--- src/ssa_pkg.sv ---
// Shared types, sizes and codes for the slab slot allocator.
// Used by the controller, the datapath and the top level; depends on nothing.
`timescale 1ns / 1ps

package ssa_pkg;

  localparam int NUM_SLABS      = 8;
  localparam int SLOTS_PER_SLAB = 126;
  localparam int SLOT_BYTES     = 32;
  localparam int SLAB_SIZE      = 4096;

  localparam int SLOT_SHIFT = $clog2(SLOT_BYTES);
  localparam int SLAB_SHIFT = $clog2(SLAB_SIZE);
  localparam int SLAB_W     = $clog2(NUM_SLABS);
  localparam int CNT_W      = $clog2(NUM_SLABS + 1);
  localparam int SLOT_W     = SLAB_SHIFT - SLOT_SHIFT;
  localparam int GROUP_BITS = 8;
  localparam int GROUP_W    = $clog2(GROUP_BITS);
  localparam int MAP_GROUPS = (1 << SLOT_W) / GROUP_BITS;
  localparam int GRP_SEL_W  = $clog2(MAP_GROUPS);
  localparam int HALF_GROUPS = MAP_GROUPS / 2;
  localparam int HALF_SEL_W  = $clog2(HALF_GROUPS);
  localparam int MAP_PAD_W  = 1 << SLOT_W;
  localparam int ADDR_W     = 32;
  localparam int LIMIT_W    = 4;
  localparam int CFG_INDEX_W = 1;

  typedef enum logic [1:0] {
    ST_OK          = 2'd0,
    ST_NO_SLAB     = 2'd1,
    ST_BAD_ADDR    = 2'd2,
    ST_DOUBLE_FREE = 2'd3
  } status_t;

  typedef enum logic {
    FN_ALLOC = 1'b0,
    FN_FREE  = 1'b1
  } func_t;

  typedef enum logic [CFG_INDEX_W-1:0] {
    REG_REGION_BASE = 1'b0,
    REG_SLAB_LIMIT  = 1'b1
  } reg_index_t;

  typedef enum logic [1:0] {
    S_IDLE,
    S_DECODE,
    S_SEARCH,
    S_COMMIT
  } state_t;

  typedef struct packed {
    logic load;
    logic decode;
    logic search;
    logic commit;
  } ssa_cmd_t;

  typedef struct packed {
    logic out_blocked;
  } ssa_stat_t;

endpackage

--- src/ssa_ctrl.sv ---
// Request sequencer for the slab slot allocator.
// Steps each request through decode, search and commit; uses ssa_pkg.
`timescale 1ns / 1ps

module ssa_ctrl import ssa_pkg::*; (
  input  logic      clk,
  input  logic      rst,
  input  logic      in_valid,
  output logic      in_stall,
  input  ssa_stat_t stat,
  output ssa_cmd_t  cmd
);

  state_t state;
  state_t state_next;

  always_ff @(posedge clk) begin
    if (rst) begin
      state <= S_IDLE;
    end else begin
      state <= state_next;
    end
  end

  always_comb begin
    state_next = state;
    cmd        = '0;
    in_stall   = 1'b1;
    case (state)
      S_IDLE: begin
        in_stall = 1'b0;
        if (in_valid) begin
          state_next = S_DECODE;
        end
      end
      S_DECODE: begin
        cmd.decode = 1'b1;
        state_next = S_SEARCH;
      end
      S_SEARCH: begin
        cmd.search = 1'b1;
        state_next = S_COMMIT;
      end
      S_COMMIT: begin
        if (!stat.out_blocked) begin
          cmd.commit = 1'b1;
          in_stall   = 1'b0;
          state_next = in_valid ? S_DECODE : S_IDLE;
        end
      end
      default: begin
        state_next = S_IDLE;
      end
    endcase
    cmd.load = in_valid && !in_stall;
  end

endmodule

--- src/ssa_datapath.sv ---
// Datapath of the slab slot allocator: configuration, slot bitmaps, use counts,
// partial-slab stack, counters and the result register; uses ssa_pkg.
`timescale 1ns / 1ps

module ssa_datapath import ssa_pkg::*; (
  input  logic                   clk,
  input  logic                   rst,
  input  ssa_cmd_t               cmd,
  output ssa_stat_t              stat,
  input  logic                   cfg_write,
  input  logic [CFG_INDEX_W-1:0] cfg_index,
  input  logic [ADDR_W-1:0]      cfg_data,
  input  logic                   func,
  input  logic [ADDR_W-1:0]      addr,
  output logic                   out_valid,
  input  logic                   out_stall,
  output logic [1:0]             status,
  output logic [ADDR_W-1:0]      obj_addr,
  output logic [2:0]             slab_index,
  output logic [6:0]             slot_index,
  output logic [31:0]            allocs_done,
  output logic [31:0]            frees_done
);

  localparam int OFF_SLAB_W = ADDR_W - SLAB_SHIFT;

  logic [ADDR_W-1:0]         region_base;
  logic [LIMIT_W-1:0]        slab_limit;
  logic [SLOTS_PER_SLAB-1:0] slot_maps [NUM_SLABS];
  logic [SLOT_W-1:0]         use_counts [NUM_SLABS];
  logic [SLAB_W-1:0]         partial_stack [NUM_SLABS];
  logic [CNT_W-1:0]          partial_depth;
  logic [CNT_W-1:0]          slabs_opened;
  logic [31:0]               alloc_count;
  logic [31:0]               free_count;

  logic                      func_q;
  logic [ADDR_W-1:0]         addr_q;
  status_t                   pre_status;
  logic                      opened_q;
  logic [SLAB_W-1:0]         slab_q;
  logic [SLOT_W-1:0]         slot_q;
  logic [SLOTS_PER_SLAB-1:0] map_q;
  logic [MAP_GROUPS-1:0]     grp_free_q;
  logic [GROUP_W-1:0]        grp_idx_q [MAP_GROUPS];
  logic                      used_q;

  status_t                   out_status;
  logic [ADDR_W-1:0]         out_addr;
  logic [SLAB_W-1:0]         out_slab;
  logic [SLOT_W-1:0]         out_slot;
  logic [31:0]               out_allocs;
  logic [31:0]               out_frees;

  // Decode.
  logic [LIMIT_W-1:0]    lim;
  logic [ADDR_W-1:0]     off;
  logic [OFF_SLAB_W-1:0] off_slab;
  logic [SLOT_W-1:0]     off_slot;
  logic                  off_bad;
  logic [SLAB_W-1:0]     dec_slab;
  logic [SLOT_W-1:0]     dec_slot;
  logic                  dec_open;
  status_t               dec_status;

  always_comb begin
    lim = (slab_limit > LIMIT_W'(NUM_SLABS)) ? LIMIT_W'(NUM_SLABS) : slab_limit;
    off      = addr_q - region_base;
    off_slab = off[ADDR_W-1:SLAB_SHIFT];
    off_slot = off[SLAB_SHIFT-1:SLOT_SHIFT];
    off_bad  = (off_slab >= OFF_SLAB_W'(slabs_opened)) ||
               (off_slot >= SLOT_W'(SLOTS_PER_SLAB));
    dec_slab   = '0;
    dec_slot   = '0;
    dec_open   = 1'b0;
    dec_status = ST_OK;
    if (func_q == FN_ALLOC) begin
      if (partial_depth == '0) begin
        if (LIMIT_W'(slabs_opened) >= lim) begin
          dec_status = ST_NO_SLAB;
        end else begin
          dec_open = 1'b1;
          dec_slab = slabs_opened[SLAB_W-1:0];
        end
      end else begin
        dec_slab = partial_stack[SLAB_W'(partial_depth - CNT_W'(1))];
      end
    end else begin
      if (off_bad) begin
        dec_status = ST_BAD_ADDR;
      end else begin
        dec_slab = off_slab[SLAB_W-1:0];
        dec_slot = off_slot;
      end
    end
  end

  // Search: lowest free slot within each group of eight.
  logic [MAP_PAD_W-1:0]  map_pad;
  logic [GROUP_BITS-1:0] grp_word;
  logic [MAP_GROUPS-1:0] srch_free;
  logic [GROUP_W-1:0]    srch_idx [MAP_GROUPS];

  always_comb begin
    map_pad = {{(MAP_PAD_W - SLOTS_PER_SLAB){1'b1}}, map_q};
    for (int g = 0; g < MAP_GROUPS; g++) begin
      grp_word     = map_pad[g*GROUP_BITS +: GROUP_BITS];
      srch_free[g] = ~&grp_word;
      srch_idx[g]  = '0;
      for (int i = GROUP_BITS - 1; i >= 0; i--) begin
        if (!grp_word[i]) begin
          srch_idx[g] = GROUP_W'(i);
        end
      end
    end
  end

  // Commit.
  logic [1:0]              half_found;
  logic [HALF_SEL_W-1:0]   half_sel [2];
  logic [GRP_SEL_W-1:0]    grp_sel;
  logic                    slot_found;
  logic [SLOT_W-1:0]       found_slot;
  logic [SLOT_W-1:0]       use_now;
  logic                    was_full;
  logic                    alloc_ok;
  logic                    free_ok;
  logic                    pop_full;
  logic [CNT_W-1:0]        depth_open;
  logic [CNT_W-1:0]        depth_next;
  logic [31:0]             alloc_count_next;
  logic [31:0]             free_count_next;
  status_t                 res_status;
  logic [ADDR_W-1:0]       res_addr;
  logic [SLAB_W-1:0]       res_slab;
  logic [SLOT_W-1:0]       res_slot;

  always_comb begin
    for (int h = 0; h < 2; h++) begin
      half_found[h] = 1'b0;
      half_sel[h]   = '0;
      for (int g = HALF_GROUPS - 1; g >= 0; g--) begin
        if (grp_free_q[h*HALF_GROUPS + g]) begin
          half_found[h] = 1'b1;
          half_sel[h]   = HALF_SEL_W'(g);
        end
      end
    end
    grp_sel    = half_found[0] ? {1'b0, half_sel[0]} : {1'b1, half_sel[1]};
    slot_found = |half_found;
    found_slot = {grp_sel, grp_idx_q[grp_sel]};
    use_now    = use_counts[slab_q];
    was_full   = use_now >= SLOT_W'(SLOTS_PER_SLAB);

    alloc_ok = (func_q == FN_ALLOC) && (pre_status == ST_OK) && slot_found;
    free_ok  = (func_q == FN_FREE) && (pre_status == ST_OK) && used_q;

    depth_open = partial_depth + CNT_W'(opened_q);
    pop_full   = ((use_now + SLOT_W'(1)) >= SLOT_W'(SLOTS_PER_SLAB)) && (depth_open != '0);
    depth_next = partial_depth;
    if (alloc_ok) begin
      depth_next = pop_full ? depth_open - CNT_W'(1) : depth_open;
    end else if (free_ok && was_full && (partial_depth < CNT_W'(NUM_SLABS))) begin
      depth_next = partial_depth + CNT_W'(1);
    end

    alloc_count_next = alloc_ok ? alloc_count + 32'd1 : alloc_count;
    free_count_next  = free_ok ? free_count + 32'd1 : free_count;

    res_status = ST_OK;
    res_addr   = '0;
    res_slab   = '0;
    res_slot   = '0;
    if (func_q == FN_ALLOC) begin
      if (alloc_ok) begin
        res_slab = slab_q;
        res_slot = found_slot;
        res_addr = region_base + (ADDR_W'(slab_q) << SLAB_SHIFT) +
                   (ADDR_W'(found_slot) << SLOT_SHIFT);
      end else begin
        res_status = ST_NO_SLAB;
      end
    end else begin
      if (pre_status != ST_OK) begin
        res_status = pre_status;
      end else begin
        res_slab = slab_q;
        res_slot = slot_q;
        if (!used_q) begin
          res_status = ST_DOUBLE_FREE;
        end
      end
    end
  end

  assign stat.out_blocked = out_valid && out_stall;

  always_ff @(posedge clk) begin
    if (rst) begin
      region_base   <= '0;
      slab_limit    <= LIMIT_W'(NUM_SLABS);
      partial_depth <= '0;
      slabs_opened  <= '0;
      alloc_count   <= '0;
      free_count    <= '0;
      out_valid     <= 1'b0;
      for (int s = 0; s < NUM_SLABS; s++) begin
        slot_maps[s]  <= '0;
        use_counts[s] <= '0;
      end
    end else begin
      if (cfg_write) begin
        case (cfg_index)
          REG_REGION_BASE: region_base <= cfg_data;
          REG_SLAB_LIMIT:  slab_limit  <= cfg_data[LIMIT_W-1:0];
          default: ;
        endcase
      end
      if (cmd.commit) begin
        out_valid <= 1'b1;
      end else if (out_valid && !out_stall) begin
        out_valid <= 1'b0;
      end
      if (cmd.commit) begin
        partial_depth <= depth_next;
        alloc_count   <= alloc_count_next;
        free_count    <= free_count_next;
        if (alloc_ok) begin
          slot_maps[slab_q][found_slot] <= 1'b1;
          use_counts[slab_q]            <= use_now + SLOT_W'(1);
          if (opened_q) begin
            slabs_opened <= slabs_opened + CNT_W'(1);
          end
        end
        if (free_ok) begin
          slot_maps[slab_q][slot_q] <= 1'b0;
          if (use_now != '0) begin
            use_counts[slab_q] <= use_now - SLOT_W'(1);
          end
        end
      end
    end
  end

  always_ff @(posedge clk) begin
    if (cmd.load) begin
      func_q <= func;
      addr_q <= addr;
    end
    if (cmd.decode) begin
      pre_status <= dec_status;
      opened_q   <= dec_open;
      slab_q     <= dec_slab;
      slot_q     <= dec_slot;
      map_q      <= slot_maps[dec_slab];
    end
    if (cmd.search) begin
      grp_free_q <= srch_free;
      for (int g = 0; g < MAP_GROUPS; g++) begin
        grp_idx_q[g] <= srch_idx[g];
      end
      used_q <= map_pad[slot_q];
    end
    if (cmd.commit) begin
      if (alloc_ok && opened_q) begin
        partial_stack[partial_depth[SLAB_W-1:0]] <= slab_q;
      end else if (free_ok && was_full && (partial_depth < CNT_W'(NUM_SLABS))) begin
        partial_stack[partial_depth[SLAB_W-1:0]] <= slab_q;
      end
      out_status <= res_status;
      out_addr   <= res_addr;
      out_slab   <= res_slab;
      out_slot   <= res_slot;
      out_allocs <= alloc_count_next;
      out_frees  <= free_count_next;
    end
  end

  assign status      = out_status;
  assign obj_addr    = out_addr;
  assign slab_index  = out_slab;
  assign slot_index  = out_slot;
  assign allocs_done = out_allocs;
  assign frees_done  = out_frees;

  a_depth_bound: assert property (@(posedge clk) disable iff (rst)
    partial_depth <= slabs_opened)
    else $error("Partial stack deeper than the number of opened slabs.");

  a_opened_bound: assert property (@(posedge clk) disable iff (rst)
    slabs_opened <= CNT_W'(NUM_SLABS))
    else $error("More slabs opened than exist.");

  a_alloc_counts: assert property (@(posedge clk) disable iff (rst)
    (cmd.commit && alloc_ok) |=> (alloc_count == $past(alloc_count) + 32'd1))
    else $error("Successful allocation did not advance the allocation count.");

  a_no_overwrite: assert property (@(posedge clk) disable iff (rst)
    cmd.commit |-> !(out_valid && out_stall))
    else $error("Result committed over a request still waiting at the output.");

endmodule

--- src/slab_slot_allocator_top.sv ---
// Each request passes from acceptance to its result through decode with the bitmap row
// read, a grouped free-slot search, then commit of the state update and the result
// register; a new request is taken in the commit cycle while the output is not stalled,
// so the next request can be accepted while the last one commits. Allocation hands out the
// lowest free slot of the slab on top of the partial-slab stack, opening a new slab when
// the stack is empty; a free maps the address back to slab and slot and reports double
// frees. Configuration must be written only while no request is in flight.
`timescale 1ns / 1ps

module slab_slot_allocator_top import ssa_pkg::*; (
  input  logic                   clk,
  input  logic                   rst,
  input  logic                   cfg_write,
  input  logic [CFG_INDEX_W-1:0] cfg_index,
  input  logic [ADDR_W-1:0]      cfg_data,
  input  logic                   in_valid,
  output logic                   in_stall,
  input  logic                   func,
  input  logic [ADDR_W-1:0]      addr,
  output logic                   out_valid,
  input  logic                   out_stall,
  output logic [1:0]             status,
  output logic [ADDR_W-1:0]      obj_addr,
  output logic [2:0]             slab_index,
  output logic [6:0]             slot_index,
  output logic [31:0]            allocs_done,
  output logic [31:0]            frees_done
);

  ssa_cmd_t  cmd;
  ssa_stat_t stat;

  ssa_ctrl u_ctrl (
    .clk      (clk),
    .rst      (rst),
    .in_valid (in_valid),
    .in_stall (in_stall),
    .stat     (stat),
    .cmd      (cmd)
  );

  ssa_datapath u_datapath (
    .clk         (clk),
    .rst         (rst),
    .cmd         (cmd),
    .stat        (stat),
    .cfg_write   (cfg_write),
    .cfg_index   (cfg_index),
    .cfg_data    (cfg_data),
    .func        (func),
    .addr        (addr),
    .out_valid   (out_valid),
    .out_stall   (out_stall),
    .status      (status),
    .obj_addr    (obj_addr),
    .slab_index  (slab_index),
    .slot_index  (slot_index),
    .allocs_done (allocs_done),
    .frees_done  (frees_done)
  );

endmodule

--- config.mk ---
export PLATFORM = sky130hd
export DESIGN_NAME = slab_slot_allocator_top
export DESIGN_NICKNAME = d
export VERILOG_FILES = /design/src/ssa_pkg.sv /design/src/ssa_ctrl.sv /design/src/ssa_datapath.sv /design/src/slab_slot_allocator_top.sv
export SDC_FILE = /design/constraint.sdc
export NUM_CORES = 2
export LEC_CHECK = 0
export BUFFER_PORTS_ARGS = -buffer_cell sky130_fd_sc_hd__buf_2
export CAP_MARGIN = 25
export CORE_MARGIN = 2
export CORE_UTILIZATION = 57
export DETAILED_ROUTE_END_ITERATION = 12
export PLACE_DENSITY_LB_ADDON = 0.12
export SLEW_MARGIN = 20
export SYNTH_ARGS = -nofsm -noshare
export SYNTH_HDL_FRONTEND = slang
export SYNTH_SLANG_ARGS = --single-unit
export TNS_END_PERCENT = 1
--- constraint.sdc ---
create_clock -name clk -period 5.6 [get_ports clk]
set_clock_uncertainty 0.15 [all_clocks]
set_input_delay 0.28 -clock clk [delete_from_list [all_inputs] [get_ports clk]]
set_output_delay 0.28 -clock clk [all_outputs]
set_load 0.02 [all_outputs]
==> impl_metrics.prom <==
# TYPE chip_impl_metric gauge
chip_impl_info{name="status",value="finished clean"} 1
chip_impl_metric{name="area_growth",unit="%"} 13.3
chip_impl_metric{name="number_of_flops_mapped_to_enable_cells_by_yosys",unit=""} 1433
chip_impl_metric{name="total_power",unit="mW"} 31.5
chip_impl_metric{name="remaining_drc_errors",unit=""} 0
chip_impl_metric{name="max-slew-margin-rel",unit="%"} 13.2
chip_impl_metric{name="crit_path_max_fanout",unit=""} 14
chip_impl_metric{name="detailedRoute.firstPassIterationCount",unit=""} 7
chip_impl_metric{name="buffer_ports.inserted",unit=""} 180
chip_impl_metric{name="period_needed",unit="ps"} 5400
chip_impl_metric{name="critical_path_arrival",unit="ps"} 5800
chip_impl_metric{name="max-clock-path-buffers",unit=""} 3
chip_impl_metric{name="syn_avg_cell_area",unit="um2"} 10.9
chip_impl_metric{name="overall_routed_net_length",unit="um"} 263000
chip_impl_metric{name="tightest_slew",unit="ps"} 1300
chip_impl_metric{name="gpl.final_weighted_congestion",unit=""} 0.987
chip_impl_info{name="tritoncts_clock_tree",value="yes"} 1
chip_impl_metric{name="die-height",unit="um"} 384
chip_impl_info{name="hold_class",value="input port to flop"} 1
chip_impl_metric{name="ys.warnings.count",unit=""} 0
chip_impl_metric{name="initial_utilization",unit="%"} 57.4
chip_impl_metric{name="power.density",unit="nW/um2"} 338
chip_impl_metric{name="first_pass_grt_wire_length",unit="um"} 386000
chip_impl_metric{name="route.vias.total",unit=""} 63737
chip_impl_metric{name="ys_seq_elements",unit=""} 1547
chip_impl_metric{name="grt_start_max_net_pins",unit=""} 257
chip_impl_metric{name="max_freq",unit="GHz"} 0.185
chip_impl_metric{name="layout.core_utilization",unit="%"} 65.0
chip_impl_metric{name="fin_nets",unit=""} 7834
chip_impl_info{name="dominantRegCellSynth",value="edfxtp_1"} 1
chip_impl_info{name="synth_top_cells_by_area",value="edfxtp_1, mux2i_1, nor2_1"} 1
chip_impl_metric{name="synth-seq-area-share",unit="%"} 55.1
chip_impl_metric{name="post-route-period-util",unit="%"} 96.5
chip_impl_metric{name="die_area",unit="um2"} 147000
chip_impl_metric{name="number_of_antenna_violations_at_the_first_check_in_global_routing",unit=""} 5
chip_impl_metric{name="finalInstanceArea",unit="um2"} 93200
chip_impl_metric{name="antennaDiodeCount",unit=""} 0
chip_impl_metric{name="number_of_endpoints_failing_setup_at_the_final_stage",unit=""} 0
chip_impl_metric{name="hpwlAfterDp",unit="um"} 162000
chip_impl_metric{name="antenna_violating_nets_left",unit=""} 0
chip_impl_metric{name="grt_use_total",unit="%"} 35.0
chip_impl_metric{name="yosysTopAreaCellShare",unit="%"} 52.4
chip_impl_info{name="worstSetupPathType",value="flop to flop"} 1
chip_impl_metric{name="layout.filler_cells",unit=""} 10928
chip_impl_metric{name="ir_worst_vdd",unit="uV"} 319
chip_impl_info{name="endpoint_kind",value="flop"} 1
chip_impl_metric{name="power_leakage",unit="nW"} 32.5
chip_impl_metric{name="detailedRoute.firstIterationViolations",unit=""} 8457
chip_impl_metric{name="critPathRequiredTime",unit="ps"} 6000
chip_impl_info{name="dominant_cell_type_by_area_after_synthesis",value="edfxtp_1"} 1
chip_impl_metric{name="overflow",unit=""} 0
chip_impl_info{name="cts_root_buffer",value="clkbuf_16"} 1
chip_impl_info{name="critPathLaunchType",value="flop"} 1
chip_impl_metric{name="final_max_slew_viol_count",unit=""} 0
chip_impl_metric{name="cts_num_sinks",unit=""} 1547
chip_impl_metric{name="dpl-instance-area",unit="um2"} 86200
chip_impl_metric{name="yosys.cell_types.count",unit=""} 86
chip_impl_metric{name="postSynth.asyncResetShare",unit="%"} 0
chip_impl_metric{name="route.detailed.wl_per_inst",unit="um"} 27.0
chip_impl_metric{name="post_synth_instance_area",unit="um2"} 82200
chip_impl_metric{name="floorplan.io_pins",unit=""} 181
chip_impl_metric{name="placement_rows",unit=""} 139
chip_impl_metric{name="post_route_cells_drive_above_1_share",unit="%"} 13.0
chip_impl_metric{name="fin_ws",unit="ps"} 198
chip_impl_metric{name="worstSkewPairLatency",unit="ps"} 810
chip_impl_metric{name="via_per_inst",unit=""} 6.56
chip_impl_metric{name="floorplan.die.width",unit="um"} 384
chip_impl_metric{name="hold_violations",unit=""} 0
chip_impl_metric{name="synthesis.nets",unit=""} 7695
chip_impl_metric{name="core",unit="um2"} 143000
chip_impl_metric{name="grt_pass1_vias",unit=""} 60866
chip_impl_metric{name="cts.clk_slew.worst_paths",unit="ps"} 60
chip_impl_metric{name="cts_made_buffers",unit=""} 166
chip_impl_metric{name="cts_max_level",unit=""} 4
chip_impl_metric{name="synthesis.instances",unit=""} 7556
chip_impl_metric{name="max_cap_violations",unit=""} 0
chip_impl_metric{name="preCtsSetupSlack",unit="ps"} -48.6
synth_stat cells, types with 11 or more instances:
cell type and number:
mux2i_1 789, mux4_2 23, nand3_1 67, and2_1 13, inv_1 87, nand4_1 50
nand2b_1 20, a21o_1 213, clkbuf_1 513, nand2_1 508, a31oi_1 35, or3_1 39
buf_2 103, mux2_2 136, xnor2_1 77, o21a_1 12, and3_1 24, a21boi_0 19
buf_6 15, o21ai_0 416, ha_1 67, nor4_1 14, dfxtp_1 114, o21bai_1 111
a21oi_1 430, or2_2 13, a22oi_1 48, buf_1 18, a211o_1 385, xor2_1 71
nor3_1 58, nor2b_1 19, nor2_1 1396, edfxtp_1 1433, buf_4 37, a221oi_1 11
a211oi_1 14
path summary, 6_finish.rpt:
kind / startpoint / endpoint / slack (ps) / cells after the start
setup / recovery: u_datapath.region_base[6]$_SDFFE_PP0P_ / u_datapath.map_q[20]$_DFFE_PN_ / 200 / 23
hold / removal: func / u_datapath.func_q$_DFFE_PP_ / 30 / 2
setup reg to reg: u_datapath.region_base[6]$_SDFFE_PP0P_ / u_datapath.map_q[20]$_DFFE_PN_ / 200 / 23
hold reg to reg: u_datapath.slab_limit[1]$_SDFFE_PP0P_ / u_datapath.slab_limit[1]$_SDFFE_PP0P_ / 330 / 2
state kept, by name, summed over array words and instances, names as in the netlist, 2 cells and up, named ones only:
signal,cells
u_datapath.addr_q,32
u_datapath.slabs_opened,4
u_datapath.partial_stack,24
u_datapath.slab_limit,4
u_datapath.partial_depth,4
u_datapath.map_q,126
u_datapath.alloc_count,32
u_datapath.allocs_done,32
u_datapath.pre_status,2
u_datapath.slot_q,7
u_datapath.slab_index,3
u_datapath.use_counts,56
u_datapath.obj_addr,32
u_datapath.slot_index,7
u_datapath.frees_done,32
u_datapath.free_count,32
u_datapath.grp_free_q,16
u_datapath.slot_maps,1008
u_datapath.region_base,32
u_datapath.slab_q,3
u_ctrl.state,2
u_datapath.status,2
u_datapath.grp_idx_q,48
layer usage:
layer	track usage [%]	share of wire, %	vias to the layer above
met5	0	0.021	-
met4	15.4	5.0	6
met3	7.17	11	781
met2	55.8	46	3909
met1	46.4	38	31186
li1	-	-	27855
worst max-delay path: stages, from the launching register on:
cell      delay (ps)
dfxtp_1          380
inv_1            140
ha_4             270
and4_1           220
and3_1           210
a211oi_2         250
o21ai_0          130
xor2_1           280
ha_1             280
a21o_1           160
a21o_1           180
a32oi_1          140
nand4_1          110
nor4_2           270
nand4_1          220
buf_4            200
buf_4            130
o41ai_4          240
buf_4            180
buf_12           180
buf_16           220
buf_12           190
mux2i_1          100
mux2_2           270
cell families (layout without fill, tap and decap cells):
group	Yosys count	in the layout	synth area share, %
AOI/OAI and AO/OA	1804	1804	14.8
xor gates and xnor gates	148	148	1.58
adders and majority gates	68	68	1.04
buffers and inverters	777	1041	4.01
DFF	1547	1547	55.1
muxes	949	949	12.1
and+or+nand+nor	2263	2263	11.3
power by group:
part           internal [mW]  total (mW)  leakage, nW  switching, mW
Combinational           1.75        6.14         15.0           4.39
Clock                   6.16        10.8         2.53           4.66
Sequential              13.7        14.5         14.9          0.766
Total                   21.6        31.5         32.5           9.82
through the flow:
stage               instances  hold slack, ps  TNS, ps
floorplan                7556             229        0
global placement         9267             295    -11.9
detailed placement       9269             297    -48.6
CTS                      9692            9.13        0
global route             9723            12.2    -12.1
finish                   9723            32.2        0
final cells by class:
class	instances	area (um2)	share of cell area [%]
clock buffer	223	4520	4.86
clock inverter	70	668	0.717
inverter	91	347	0.372
multi-input combinational	5232	34000	36.5
sequential	1547	45300	48.6
tap	1903	2380	2.56
timing repair buffer	657	5950	6.38
what timing repair did:
item	4_1_cts	5_1_grt
gates resized for setup	1	24
gates cloned	0	2
buffers inserted	0	23
pin swaps	0	6
endpoints found under the setup margin	1	135
endpoints found under the hold margin	102	0
hold buffers	130	0
cells in the final DEF, fill, tap and decap left out, types with 34 or more instances in the layout:
| cell | n |
|---|---|
| nand2_1 | 506 |
| clkbuf_16 | 173 |
| clkbuf_1 | 47 |
| xnor2_1 | 77 |
| nor2_1 | 1378 |
| mux2_2 | 136 |
| a211o_1 | 385 |
| ha_1 | 62 |
| buf_12 | 78 |
| a31oi_1 | 34 |
| edfxtp_1 | 1433 |
| a22oi_1 | 48 |
| nand4_1 | 50 |
| mux2i_1 | 789 |
| inv_1 | 87 |
| o21ai_0 | 413 |
| buf_2 | 179 |
| nand3_1 | 64 |
| a21oi_1 | 428 |
| dlygate4sd3_1 | 130 |
| or3_1 | 38 |
| dfxtp_1 | 114 |
| o21bai_1 | 111 |
| buf_4 | 260 |
| xor2_1 | 71 |
| a21o_1 | 213 |
| nor3_1 | 53 |
Note: power is estimated with default switching activity, not from simulation.
